$ cat config.mk
export PLATFORM = sky130hd
export DESIGN_NAME = timestamp_shift_normalize
export DESIGN_NICKNAME = d
export VERILOG_FILES = /design/src/rtl/tsn_pkg.sv /design/src/rtl/tsn_alu.sv /design/src/rtl/tsn_core.sv /design/src/rtl/timestamp_shift_normalize.sv
export SDC_FILE = /design/constraint.sdc
export NUM_CORES = 2
export LEC_CHECK = 0
export BUFFER_PORTS_ARGS = -buffer_cell sky130_fd_sc_hd__buf_2
export CORE_MARGIN = 2
export CORE_UTILIZATION = 45
export DETAILED_ROUTE_END_ITERATION = 6
export GPL_TIMING_DRIVEN = 0
export PLACE_DENSITY_LB_ADDON = 0.12
export SLEW_MARGIN = 25
export SYNTH_ARGS = -nofsm -noshare
export SYNTH_HDL_FRONTEND = slang
export SYNTH_HIERARCHICAL = 1
export SYNTH_SLANG_ARGS = --single-unit
export TNS_END_PERCENT = 10
$ cat constraint.sdc
create_clock -name clk -period 17.8 [get_ports clk]
set_clock_uncertainty 0.15 [all_clocks]
set_input_delay 3.56 -clock clk [delete_from_list [all_inputs] [get_ports clk]]
set_output_delay 3.56 -clock clk [all_outputs]
set_load 0.01 [all_outputs]
$ cat src/rtl/tsn_pkg.sv
// ----------------------------------------------------------------------------
// tsn_pkg: timestamp shift and normalize package
// word types, widths, calendar constants and small calendar helpers
// ----------------------------------------------------------------------------
`default_nettype none

package tsn_pkg;

  // width of the signed millisecond shift
  localparam int SHIFT_BITS = 40;

  // millisecond total: shift plus up to 511 days of time of day, signed
  localparam int TOT_W = ((SHIFT_BITS > 37) ? SHIFT_BITS : 37) + 2;
  // width of the shared subtract / compare unit
  localparam int U_W   = TOT_W;

  localparam longint unsigned DAY_MS  = 64'd86400000;
  localparam longint unsigned HOUR_MS = 64'd3600000;
  localparam longint unsigned MIN_MS  = 64'd60000;
  localparam longint unsigned SEC_MS  = 64'd1000;

  // quotient bits of each long division
  localparam int QD_W = TOT_W - 27;
  localparam int QH_W = 5;
  localparam int QM_W = 6;
  localparam int QS_W = 6;

  // signed day count and days before january first of the input year
  localparam int DIN_W = QD_W + 1;
  localparam int BEF_W = 23;
  localparam int AW    = ((DIN_W > BEF_W + 1) ? DIN_W : BEF_W + 1) + 1;

  localparam longint unsigned ERA_DAYS = 64'd146097;
  localparam int ERA_YEARS = 400;
  localparam int QE_W  = AW - 18;
  localparam int YR_W  = QE_W + 11;

  localparam int CENT_DAYS = 36524;
  localparam int QUAD_DAYS = 1460;
  localparam int YEAR_DAYS = 365;

  localparam int YEAR_MIN = 1;
  localparam int YEAR_MAX = 9999;

  // reciprocal of 100, exact for values below 43699
  localparam int RECIP100    = 5243;
  localparam int RECIP100_SH = 19;

  localparam int CNT_W = $clog2(QD_W);

  // divisors pre-shifted to the top quotient bit
  localparam logic [U_W-1:0] DVS_DAY0  = U_W'(DAY_MS) << (QD_W - 1);
  localparam logic [U_W-1:0] DVS_HOUR0 = U_W'(HOUR_MS) << (QH_W - 1);
  localparam logic [U_W-1:0] DVS_MIN0  = U_W'(MIN_MS) << (QM_W - 1);
  localparam logic [U_W-1:0] DVS_SEC0  = U_W'(SEC_MS) << (QS_W - 1);
  localparam logic [U_W-1:0] DVS_ERA0  = U_W'(ERA_DAYS) << (QE_W - 1);

  // cumulative days before each month, common year then leap year
  localparam logic [8:0] CUM_DAYS [2][13] = '{
    '{9'd0, 9'd31, 9'd59, 9'd90, 9'd120, 9'd151, 9'd181, 9'd212, 9'd243, 9'd273,
      9'd304, 9'd334, 9'd365},
    '{9'd0, 9'd31, 9'd60, 9'd91, 9'd121, 9'd152, 9'd182, 9'd213, 9'd244, 9'd274,
      9'd305, 9'd335, 9'd366}
  };

  typedef struct packed {
    logic [13:0]                   year_in;
    logic [8:0]                    day_of_year_in;
    logic [4:0]                    hour_in;
    logic [5:0]                    minute_in;
    logic [5:0]                    second_in;
    logic [9:0]                    milli_in;
    logic signed [SHIFT_BITS-1:0]  shift_ms;
  } tsn_in_t;

  typedef struct packed {
    logic [13:0] year_out;
    logic [3:0]  month_out;
    logic [4:0]  day_out;
    logic [8:0]  day_of_year_out;
    logic [4:0]  hour_out;
    logic [5:0]  minute_out;
    logic [5:0]  second_out;
    logic [9:0]  milli_out;
    logic        out_of_range;
  } tsn_out_t;

  typedef struct packed {
    logic [3:0] month;
    logic [4:0] day;
  } tsn_md_t;

  typedef enum logic [3:0] {
    ST_IDLE,
    ST_ACC,
    ST_DDIV,
    ST_DFIX,
    ST_HDIV,
    ST_MDIV,
    ST_SDIV,
    ST_EPREP,
    ST_EDIV,
    ST_EFIX,
    ST_W100,
    ST_W4,
    ST_W1,
    ST_YEAR,
    ST_FIN
  } tsn_state_t;

  // leap rule for a year offset 0..399 inside a 400 year era
  function automatic logic leap_off(input logic [8:0] yoff);
    logic cent;
    cent = (yoff == 9'd100) || (yoff == 9'd200) || (yoff == 9'd300);
    return (yoff[1:0] == 2'd0) && !cent;
  endfunction

  // zero based day of year to month and day of month
  function automatic tsn_md_t month_day(input logic [8:0] doy0, input logic lp);
    tsn_md_t r;
    r.month = 4'd1;
    r.day   = 5'(doy0 + 9'd1);
    for (int i = 0; i < 12; i++) begin
      if (doy0 >= CUM_DAYS[lp][i] && doy0 < CUM_DAYS[lp][i+1]) begin
        r.month = 4'(i + 1);
        r.day   = 5'(doy0 - CUM_DAYS[lp][i] + 9'd1);
      end
    end
    return r;
  endfunction

endpackage

`default_nettype wire

$ cat src/rtl/tsn_alu.sv
// ----------------------------------------------------------------------------
// tsn_alu: shared subtract and compare unit
// one unsigned subtract whose borrow doubles as the greater-or-equal flag
// ----------------------------------------------------------------------------
`default_nettype none

module tsn_alu (
  input  logic [tsn_pkg::U_W-1:0] a,
  input  logic [tsn_pkg::U_W-1:0] b,
  output logic                    ge,
  output logic [tsn_pkg::U_W-1:0] diff
);
  import tsn_pkg::*;

  logic [U_W:0] wide;

  assign wide = {1'b0, a} - {1'b0, b};
  assign ge   = ~wide[U_W];
  assign diff = wide[U_W-1:0];

endmodule

`default_nettype wire

$ cat src/rtl/tsn_core.sv
// ----------------------------------------------------------------------------
// tsn_core: timestamp shift sequencer
// sequences long divisions and the calendar walk over the shared alu
// ----------------------------------------------------------------------------
`default_nettype none

module tsn_core (
  input  logic               clk,
  input  logic               rst_n,
  input  logic               in_valid,
  output logic               in_ready,
  input  tsn_pkg::tsn_in_t   in_data,
  output logic               res_valid,
  input  logic               res_take,
  output tsn_pkg::tsn_out_t  res_data
);
  import tsn_pkg::*;

  localparam logic [CNT_W-1:0] ACC_HOUR  = CNT_W'(0);
  localparam logic [CNT_W-1:0] ACC_MIN   = CNT_W'(1);
  localparam logic [CNT_W-1:0] ACC_SEC   = CNT_W'(2);
  localparam logic [CNT_W-1:0] ACC_MS    = CNT_W'(3);
  localparam logic [CNT_W-1:0] ACC_SHIFT = CNT_W'(4);

  localparam logic signed [YR_W-1:0] YMIN = YR_W'(YEAR_MIN);
  localparam logic signed [YR_W-1:0] YMAX = YR_W'(YEAR_MAX);

  tsn_state_t state_r, state_nxt;
  tsn_in_t    item_r, item_nxt;

  logic [U_W-1:0]   rem_r, rem_nxt;
  logic [U_W-1:0]   dvs_r, dvs_nxt;
  logic [QD_W-1:0]  quo_r, quo_nxt;
  logic [CNT_W-1:0] cnt_r, cnt_nxt;
  logic             neg_r, neg_nxt;

  logic signed [DIN_W-1:0] days_r, days_nxt;
  logic [4:0]              hh_r, hh_nxt;
  logic [5:0]              mi_r, mi_nxt;
  logic [5:0]              ss_r, ss_nxt;
  logic [9:0]              ms_r, ms_nxt;
  logic signed [QE_W:0]    q400_r, q400_nxt;
  logic [8:0]              yoff_r, yoff_nxt;
  logic signed [YR_W-1:0]  year_r, year_nxt;

  // days before january first of the input year, counted from year zero
  logic [13:0]      yb_r, yb_nxt;
  logic [27:0]      m100_r, m100_nxt;
  logic [27:0]      m400_r, m400_nxt;
  logic [BEF_W-1:0] y365_r, y365_nxt;
  logic [BEF_W-1:0] before_r, before_nxt;

  logic [U_W-1:0] alu_a, alu_b, alu_diff;
  logic           alu_ge;

  logic [U_W-1:0]  rem_step;
  logic [QD_W-1:0] quo_step;

  logic signed [TOT_W-1:0] acc_s, add_s, acc_val;
  logic signed [10:0]      k_s;
  logic signed [AW-1:0]    era_sum;
  logic [AW-1:0]           era_mag;
  logic signed [YR_W-1:0]  q_ext;

  tsn_alu u_alu (
    .a    (alu_a),
    .b    (alu_b),
    .ge   (alu_ge),
    .diff (alu_diff)
  );

  assign m100_nxt   = (28'(item_r.year_in) + 28'd99) * 28'(RECIP100);
  assign m400_nxt   = (28'(item_r.year_in) + 28'd399) * 28'(RECIP100);
  assign y365_nxt   = BEF_W'(item_r.year_in) * BEF_W'(YEAR_DAYS);
  assign yb_nxt     = item_r.year_in;
  assign before_nxt = y365_r + BEF_W'((BEF_W'(yb_r) + BEF_W'(3)) >> 2)
                      - BEF_W'(m100_r >> RECIP100_SH)
                      + BEF_W'(m400_r >> (RECIP100_SH + 2));

  // day and time of day accumulate, then the shift: acc * k + field
  always_comb begin
    acc_s = signed'(rem_r);
    unique case (cnt_r)
      ACC_HOUR: begin
        k_s   = 11'sd24;
        add_s = signed'(TOT_W'(item_r.hour_in));
      end
      ACC_MIN: begin
        k_s   = 11'sd60;
        add_s = signed'(TOT_W'(item_r.minute_in));
      end
      ACC_SEC: begin
        k_s   = 11'sd60;
        add_s = signed'(TOT_W'(item_r.second_in));
      end
      ACC_MS: begin
        k_s   = 11'sd1000;
        add_s = signed'(TOT_W'(item_r.milli_in));
      end
      default: begin
        k_s   = 11'sd1;
        add_s = {{(TOT_W-SHIFT_BITS){item_r.shift_ms[SHIFT_BITS-1]}}, item_r.shift_ms};
      end
    endcase
    acc_val = acc_s * k_s + add_s;
  end

  assign era_sum = AW'(days_r) + signed'(AW'(before_r));
  assign era_mag = era_sum[AW-1] ? ~era_sum : era_sum;
  assign q_ext   = YR_W'(q400_r);

  always_comb begin
    state_nxt = state_r;
    item_nxt  = item_r;
    rem_nxt   = rem_r;
    dvs_nxt   = dvs_r;
    quo_nxt   = quo_r;
    cnt_nxt   = cnt_r;
    neg_nxt   = neg_r;
    days_nxt  = days_r;
    hh_nxt    = hh_r;
    mi_nxt    = mi_r;
    ss_nxt    = ss_r;
    ms_nxt    = ms_r;
    q400_nxt  = q400_r;
    yoff_nxt  = yoff_r;
    year_nxt  = year_r;
    alu_a     = rem_r;
    alu_b     = dvs_r;
    rem_step  = alu_ge ? alu_diff : rem_r;
    quo_step  = {quo_r[QD_W-2:0], alu_ge};

    unique case (state_r)
      ST_IDLE: begin
        if (in_valid) begin
          item_nxt  = in_data;
          rem_nxt   = U_W'(in_data.day_of_year_in) - U_W'(1);
          cnt_nxt   = ACC_HOUR;
          state_nxt = ST_ACC;
        end
      end
      ST_ACC: begin
        rem_nxt = U_W'(acc_val);
        cnt_nxt = cnt_r + CNT_W'(1);
        if (cnt_r == ACC_SHIFT) begin
          // fold negatives to ~total so the division stays unsigned
          neg_nxt   = acc_val[TOT_W-1];
          rem_nxt   = acc_val[TOT_W-1] ? ~U_W'(acc_val) : U_W'(acc_val);
          dvs_nxt   = DVS_DAY0;
          quo_nxt   = '0;
          cnt_nxt   = CNT_W'(QD_W - 1);
          state_nxt = ST_DDIV;
        end
      end
      ST_DDIV, ST_HDIV, ST_MDIV, ST_SDIV, ST_EDIV: begin
        rem_nxt = rem_step;
        quo_nxt = quo_step;
        dvs_nxt = dvs_r >> 1;
        cnt_nxt = cnt_r - CNT_W'(1);
        if (cnt_r == '0) begin
          quo_nxt = '0;
          unique case (state_r)
            ST_DDIV: begin
              quo_nxt   = quo_step;
              state_nxt = ST_DFIX;
            end
            ST_HDIV: begin
              hh_nxt    = quo_step[QH_W-1:0];
              dvs_nxt   = DVS_MIN0;
              cnt_nxt   = CNT_W'(QM_W - 1);
              state_nxt = ST_MDIV;
            end
            ST_MDIV: begin
              mi_nxt    = quo_step[QM_W-1:0];
              dvs_nxt   = DVS_SEC0;
              cnt_nxt   = CNT_W'(QS_W - 1);
              state_nxt = ST_SDIV;
            end
            ST_SDIV: begin
              ss_nxt    = quo_step[QS_W-1:0];
              ms_nxt    = rem_step[9:0];
              state_nxt = ST_EPREP;
            end
            default: begin
              quo_nxt   = quo_step;
              state_nxt = ST_EFIX;
            end
          endcase
        end
      end
      ST_DFIX: begin
        // floor correction: days = -q-1, time of day = one day - 1 - r
        alu_a     = U_W'(DAY_MS - 64'd1);
        alu_b     = rem_r;
        days_nxt  = neg_r ? ~signed'({1'b0, quo_r}) : signed'({1'b0, quo_r});
        rem_nxt   = neg_r ? alu_diff : rem_r;
        dvs_nxt   = DVS_HOUR0;
        quo_nxt   = '0;
        cnt_nxt   = CNT_W'(QH_W - 1);
        state_nxt = ST_HDIV;
      end
      ST_EPREP: begin
        neg_nxt   = era_sum[AW-1];
        rem_nxt   = U_W'(era_mag);
        dvs_nxt   = DVS_ERA0;
        quo_nxt   = '0;
        cnt_nxt   = CNT_W'(QE_W - 1);
        state_nxt = ST_EDIV;
      end
      ST_EFIX: begin
        alu_a     = U_W'(ERA_DAYS - 64'd1);
        alu_b     = rem_r;
        q400_nxt  = neg_r ? ~signed'({1'b0, quo_r[QE_W-1:0]})
                          : signed'({1'b0, quo_r[QE_W-1:0]});
        rem_nxt   = neg_r ? alu_diff : rem_r;
        yoff_nxt  = '0;
        state_nxt = ST_W100;
      end
      ST_W100: begin
        alu_b = (yoff_r == '0) ? U_W'(CENT_DAYS + 1) : U_W'(CENT_DAYS);
        if (alu_ge) begin
          rem_nxt  = alu_diff;
          yoff_nxt = yoff_r + 9'd100;
        end else begin
          state_nxt = ST_W4;
        end
      end
      ST_W4: begin
        alu_b = leap_off(yoff_r) ? U_W'(QUAD_DAYS + 1) : U_W'(QUAD_DAYS);
        if (alu_ge) begin
          rem_nxt  = alu_diff;
          yoff_nxt = yoff_r + 9'd4;
        end else begin
          state_nxt = ST_W1;
        end
      end
      ST_W1: begin
        alu_b = leap_off(yoff_r) ? U_W'(YEAR_DAYS + 1) : U_W'(YEAR_DAYS);
        if (alu_ge) begin
          rem_nxt  = alu_diff;
          yoff_nxt = yoff_r + 9'd1;
        end else begin
          state_nxt = ST_YEAR;
        end
      end
      ST_YEAR: begin
        year_nxt  = q_ext * signed'(YR_W'(ERA_YEARS)) + signed'(YR_W'(yoff_r));
        state_nxt = ST_FIN;
      end
      ST_FIN: begin
        if (res_take) begin
          state_nxt = ST_IDLE;
        end
      end
      default: begin
        state_nxt = ST_IDLE;
      end
    endcase
  end

  // result word with saturation
  always_comb begin
    logic [8:0] doy0;
    logic       lp;
    tsn_md_t    md;
    res_data.year_out     = year_r[13:0];
    res_data.hour_out     = hh_r;
    res_data.minute_out   = mi_r;
    res_data.second_out   = ss_r;
    res_data.milli_out    = ms_r;
    res_data.out_of_range = 1'b0;
    doy0                  = rem_r[8:0];
    lp                    = leap_off(yoff_r);
    priority if (year_r < YMIN) begin
      res_data.year_out     = 14'(YEAR_MIN);
      res_data.hour_out     = 5'd0;
      res_data.minute_out   = 6'd0;
      res_data.second_out   = 6'd0;
      res_data.milli_out    = 10'd0;
      res_data.out_of_range = 1'b1;
      doy0                  = 9'd0;
      lp                    = 1'b0;
    end else if (year_r > YMAX) begin
      res_data.year_out     = 14'(YEAR_MAX);
      res_data.hour_out     = 5'd23;
      res_data.minute_out   = 6'd59;
      res_data.second_out   = 6'd59;
      res_data.milli_out    = 10'd999;
      res_data.out_of_range = 1'b1;
      doy0                  = 9'd364;
      lp                    = 1'b0;
    end else begin
      lp = leap_off(yoff_r);
    end
    md                       = month_day(doy0, lp);
    res_data.month_out       = md.month;
    res_data.day_out         = md.day;
    res_data.day_of_year_out = doy0 + 9'd1;
  end

  assign in_ready  = (state_r == ST_IDLE);
  assign res_valid = (state_r == ST_FIN);

  always_ff @(posedge clk) begin
    if (!rst_n) begin
      state_r <= ST_IDLE;
    end else begin
      state_r <= state_nxt;
    end
  end

  always_ff @(posedge clk) begin
    item_r   <= item_nxt;
    rem_r    <= rem_nxt;
    dvs_r    <= dvs_nxt;
    quo_r    <= quo_nxt;
    cnt_r    <= cnt_nxt;
    neg_r    <= neg_nxt;
    days_r   <= days_nxt;
    hh_r     <= hh_nxt;
    mi_r     <= mi_nxt;
    ss_r     <= ss_nxt;
    ms_r     <= ms_nxt;
    q400_r   <= q400_nxt;
    yoff_r   <= yoff_nxt;
    year_r   <= year_nxt;
    yb_r     <= yb_nxt;
    m100_r   <= m100_nxt;
    m400_r   <= m400_nxt;
    y365_r   <= y365_nxt;
    before_r <= before_nxt;
  end

endmodule

`default_nettype wire

$ cat src/rtl/timestamp_shift_normalize.sv
// ----------------------------------------------------------------------------
// timestamp_shift_normalize: shift a day-of-year timestamp by signed ms
// adds a millisecond shift and renormalizes to gregorian date and time
// ----------------------------------------------------------------------------
// usage
//   input word (in_valid / in_ready / in_data): year, day of year, hour,
//   minute, second, millisecond and a signed 40 bit shift in milliseconds.
//   result word (out_valid / out_ready / out_data): normalized year, month,
//   day, day of year, time of day and an out-of-range flag; years that fall
//   outside 1..9999 saturate to the first or last instant of that range.
//   one word in at a time: in_ready is high only while the sequencer idles.
//   each word runs through 5 accumulate steps, a 15 step day division,
//   17 steps splitting the time of day, a 7 step 400 year era division,
//   then a walk of up to 4 century, 25 four-year and 4 single-year steps,
//   plus fix-up and output states. every division step and walk step goes
//   through the one shared subtract / compare unit. a new word is taken
//   only once the previous result has left the sequencer.
//   the result sits in an output register, so a new word is accepted while
//   the receiver stalls; the sequencer then waits with its next result until
//   the register frees up.
//   reset (rst_n low, synchronous) returns the sequencer to idle and empties
//   the output register.
// ----------------------------------------------------------------------------
`default_nettype none

module timestamp_shift_normalize (
  input  logic               clk,
  input  logic               rst_n,
  input  logic               in_valid,
  output logic               in_ready,
  input  tsn_pkg::tsn_in_t   in_data,
  output logic               out_valid,
  input  logic               out_ready,
  output tsn_pkg::tsn_out_t  out_data
);
  import tsn_pkg::*;

  logic      res_valid;
  logic      res_take;
  tsn_out_t  res_data;

  logic      out_valid_r, out_valid_nxt;
  tsn_out_t  out_r, out_nxt;

  // sequencer: divisions, era and year walk, month lookup
  tsn_core u_core (
    .clk       (clk),
    .rst_n     (rst_n),
    .in_valid  (in_valid),
    .in_ready  (in_ready),
    .in_data   (in_data),
    .res_valid (res_valid),
    .res_take  (res_take),
    .res_data  (res_data)
  );

  // output register takes a result when empty or being drained
  assign res_take = res_valid && (!out_valid_r || out_ready);

  always_comb begin
    out_valid_nxt = out_valid_r;
    out_nxt       = out_r;
    if (res_take) begin
      out_valid_nxt = 1'b1;
      out_nxt       = res_data;
    end else if (out_ready) begin
      out_valid_nxt = 1'b0;
    end
  end

  always_ff @(posedge clk) begin
    if (!rst_n) begin
      out_valid_r <= 1'b0;
    end else begin
      out_valid_r <= out_valid_nxt;
    end
  end

  // payload only, no reset needed
  always_ff @(posedge clk) begin
    out_r <= out_nxt;
  end

  assign out_valid = out_valid_r;
  assign out_data  = out_r;

  // one word at a time through the sequencer
  a_busy_after_accept: assert property (@(posedge clk) disable iff (!rst_n)
    (in_valid && in_ready) |=> !in_ready)
    else $error("sequencer took a second word while busy");

  // a saturated result sits on a range edge
  a_sat_edge: assert property (@(posedge clk) disable iff (!rst_n)
    (out_valid && out_data.out_of_range) |->
      (out_data.year_out == 14'(YEAR_MIN) || out_data.year_out == 14'(YEAR_MAX)))
    else $error("out of range result not at a year edge");

  // normalized fields stay in their calendar ranges
  a_fields_norm: assert property (@(posedge clk) disable iff (!rst_n)
    out_valid |-> (out_data.month_out >= 4'd1 && out_data.month_out <= 4'd12 &&
                   out_data.hour_out <= 5'd23 && out_data.minute_out <= 6'd59 &&
                   out_data.second_out <= 6'd59 && out_data.milli_out <= 10'd999))
    else $error("result field out of calendar range");

  // a new result only comes from a finished sequence
  a_rise_from_core: assert property (@(posedge clk) disable iff (!rst_n)
    $rose(out_valid) |-> $past(res_valid))
    else $error("output register loaded without a finished result");

endmodule

`default_nettype wire

==> flow_summary_export.csv <==
group,metric,value,unit
routing,drc,0,
sta,setup_viol,0,
die,die_w,327.7,um
setup_path,cpPeakStageDelay,0.81,ns
yosys,synth-seq-cells,401,
sta,fin_setup_tns,0,ns
yosys,async_flop_share,0,%
layout,final_common_cell,"inv_1",
clock_network,path_clk_slew,0.07,ns
job,cap_viol_max_count,0,
sta,slew_headroom,25.94,%
clock_network,cts_resized,0,
sta,period_minus_slack,10.07,ns
die,initial_core_util,45.44,%
clock_network,holdBufCountCts,0,
yosys,synth_xor_area_share,6.914,%
yosys,synth_top_family_by_area,"adder cells",
clock_network,cts_buffers,49,
min_path,hp-class,"reg2reg",
yosys,synth_compound_area_share,12.92,%
die,fp.dieArea,107400,um^2
yosys,yosysTopAreaCell,"edfxtp_1",
yosys,ys_types,120,
routing,num_vias,36140,
setup_path,cp.arrival,10.27,ns
sta,timing.final.crit_share,56.55,%
outcome,status,"finished clean",
routing,first_iter_violations,2792,
setup_path,required,18.01,ns
placed_design,port_buffers,155,
yosys,ys_warn_count,6,
setup_path,cp_slowest_cell,"clkbuf_1",
global_routing,grt_use_total,25.60,%
placed_design,gp_congestion,0.9694,
sta,rsz0062_at_grt,"no",
clock_network,post_cts_buffers,0,
routing,ant_nets,0,
global_routing,grt_overflow,0,
clock_network,clock_latency,0.68,ns
yosys,synthAdderAreaFrac,34.60,%
global_routing,grt_pass1_vias,36600,
routing,drtPass1Iterations,6,
layout,layout_common_cells,"inv_1, ha_1, fa_1, nand2_1, edfxtp_1",
global_routing,antenna_found_initial,4,
yosys,syn_nets,6135,
yosys,synth_edf_count,322,
global_routing,grt_max_degree,53,
clock_network,cts_sinks,401,
sta,final_hold_viol_count,0,
setup_path,start_kind,"register",
routing,finalWirelength,136600,um
yosys,avgSynthCellArea,9.415,um^2
yosys,syn_inst,5009,
min_path,worstHoldStart,"u_core/hh_r[3]",
layout,nNetsFinal,6351,
clock_network,cts_tree,"yes",
yosys,synth.area.top_cells,"edfxtp_1, fa_1, ha_1, inv_1, xnor2_1",
yosys,synth_top_area_share,20.50,%
die,coreArea,103800,um^2
yosys,syn_area,47160,um^2
die,rows,118,
routing,vias_per_cell,5.440,
sta,tightest_slew,1.107,ns
layout,drive_gt1_share,7.051,%
clock_network,htree_levels,2,
setup_path,r2r_start,"u_core/cnt_r[0]",
yosys,yosys.area_share.simple,12.48,%
setup_path,startpoint,"u_core/cnt_r[0]",
sta,max_freq,99.35,MHz
die,io-pin-count,156,
yosys,yosysSeqAreaShare,23.86,%
sta,slew_violations,0,
setup_path,path_max_fanout,10,
clock_network,cts_buffer_depth,3,
placed_design,post-dp-hpwl,112000,um
global_routing,grt_pass1_wl,212300,um
setup_path,cp-end-kind,"register",
routing,avgRoutedWirePerCell,20.56,um
yosys,muxShareOfSynthArea,0.5014,%
die,dieHeight,327.7,um
layout,syn_to_final_growth,9.469,%
clock_network,cts_root_buffer,"clkbuf_16",
setup_path,critical_path_class,"reg2reg",
setup_path,worst_path_most_repeated_cell,"fa_1",
yosys,ys.flop_type,"edfxtp_1",
## per-layer routing
metal | up-vias | part of all wire, % | GRT usage, %
met4 | 2 | 3.4 | 8.167
met5 | - | 0.0095 | 0
met3 | 227 | 5.4 | 3.062
li1 | 17160 | - | -
met1 | 17650 | 44 | 34.17
met2 | 1110 | 47 | 43.34
## critical path: cells and delay by family (launching register included)
family | cells | cell delay (ns)
adder cells (fa/ha/maj) | 7 | 3.03
buffers and inverters | 9 | 2.32
flip-flops | 1 | 0.49
AO/OA/AOI/OAI | 6 | 1.89
AND/OR/NAND/NOR | 7 | 1.71
XOR/XNOR | 1 | 0.10
## synth_stat cells (all sizes together), types with 11 or more instances
cell	n
a211oi	21
a21boi	15
a21o	67
a21oi	242
a221o	13
a221oi	24
a22o	33
a22oi	12
a31o	11
a31oi	46
and2	127
and3	74
buf	38
clkbuf	161
dfxtp	79
edfxtp	322
fa	447
ha	585
inv	880
mux2	11
nand2	332
nand2b	28
nand3	77
nand4	25
nor2	317
nor2b	53
nor3	66
nor4	15
o211ai	21
o21a	25
o21ai	215
o21bai	36
o221ai	18
or2	15
or3	23
xnor2	256
xor2	112
## through the flow
stage	instances	setup WS (ns)	instance area [um^2]	hold slack, ns	utilization, %
final	6643	7.734	51630	0.3724	49.74
after detailed placement	6554	7.973	49910	0.3626	48.09
after global placement	6544	6.274	49660	0.3503	47.85
after global routing	6642	7.451	51620	0.3966	49.74
after floorplan	5009	9.999	47160	0.2500	-
after CTS	6642	7.867	51620	0.3726	49.74
## logic make-up (layout without fill, tap and decap cells)
logic type,after synthesis,in the layout
compound gates,906,906
xor+xnor,369,369
fa+ha+maj,1037,1037
buf+inv,1079,1332
flops,401,401
mux,21,21
other cells,0,1
simple gates,1196,1196
## cell type report
type                            count  area [um^2]
Inverter                          880         3303
Buffer                            199        810.8
Multi-Input combinational cell   3529        31860
Tap cell                         1380         1727
Clock buffer                       61         1345
Sequential cell                   401        11250
Antenna cell                        1        2.502
Clock inverter                     27        369.1
Fill cell                        9877        52170
Timing Repair Buffer              165        958.4
## registers in the layout, summed over array words and instances, names as in the netlist, 7 cells and up
name	flops
u_core/item_r	67
out_data	60
u_core/acc_s	42
u_core/dvs_r	41
u_core/before_r	23
u_core/y365_r	23
u_core/year_r	18
u_core/days_r	16
u_core/quo_r	15
u_core/yb_nxt	14
u_core/yb_r	12
u_core/ms_r	10
u_core/m100_r	9
u_core/yoff_r	9
u_core/q400_r	8
u_core/m400_r	7
## worst paths after layout
| path | depth (start not counted) | end | slack [ns] |
|---|---|---|---|
| hold reg to reg | 1 | out_data[26] | 0.37 |
| setup / recovery | 30 | u_core/acc_s[23] | 7.73 |
| hold / removal | 1 | out_data[26] | 0.37 |
| setup reg to reg | 30 | u_core/acc_s[23] | 7.73 |
Power is left out: the tool's default activity adds up to more than one toggle a clock period on the data nets, which glitch-free logic cannot reach.
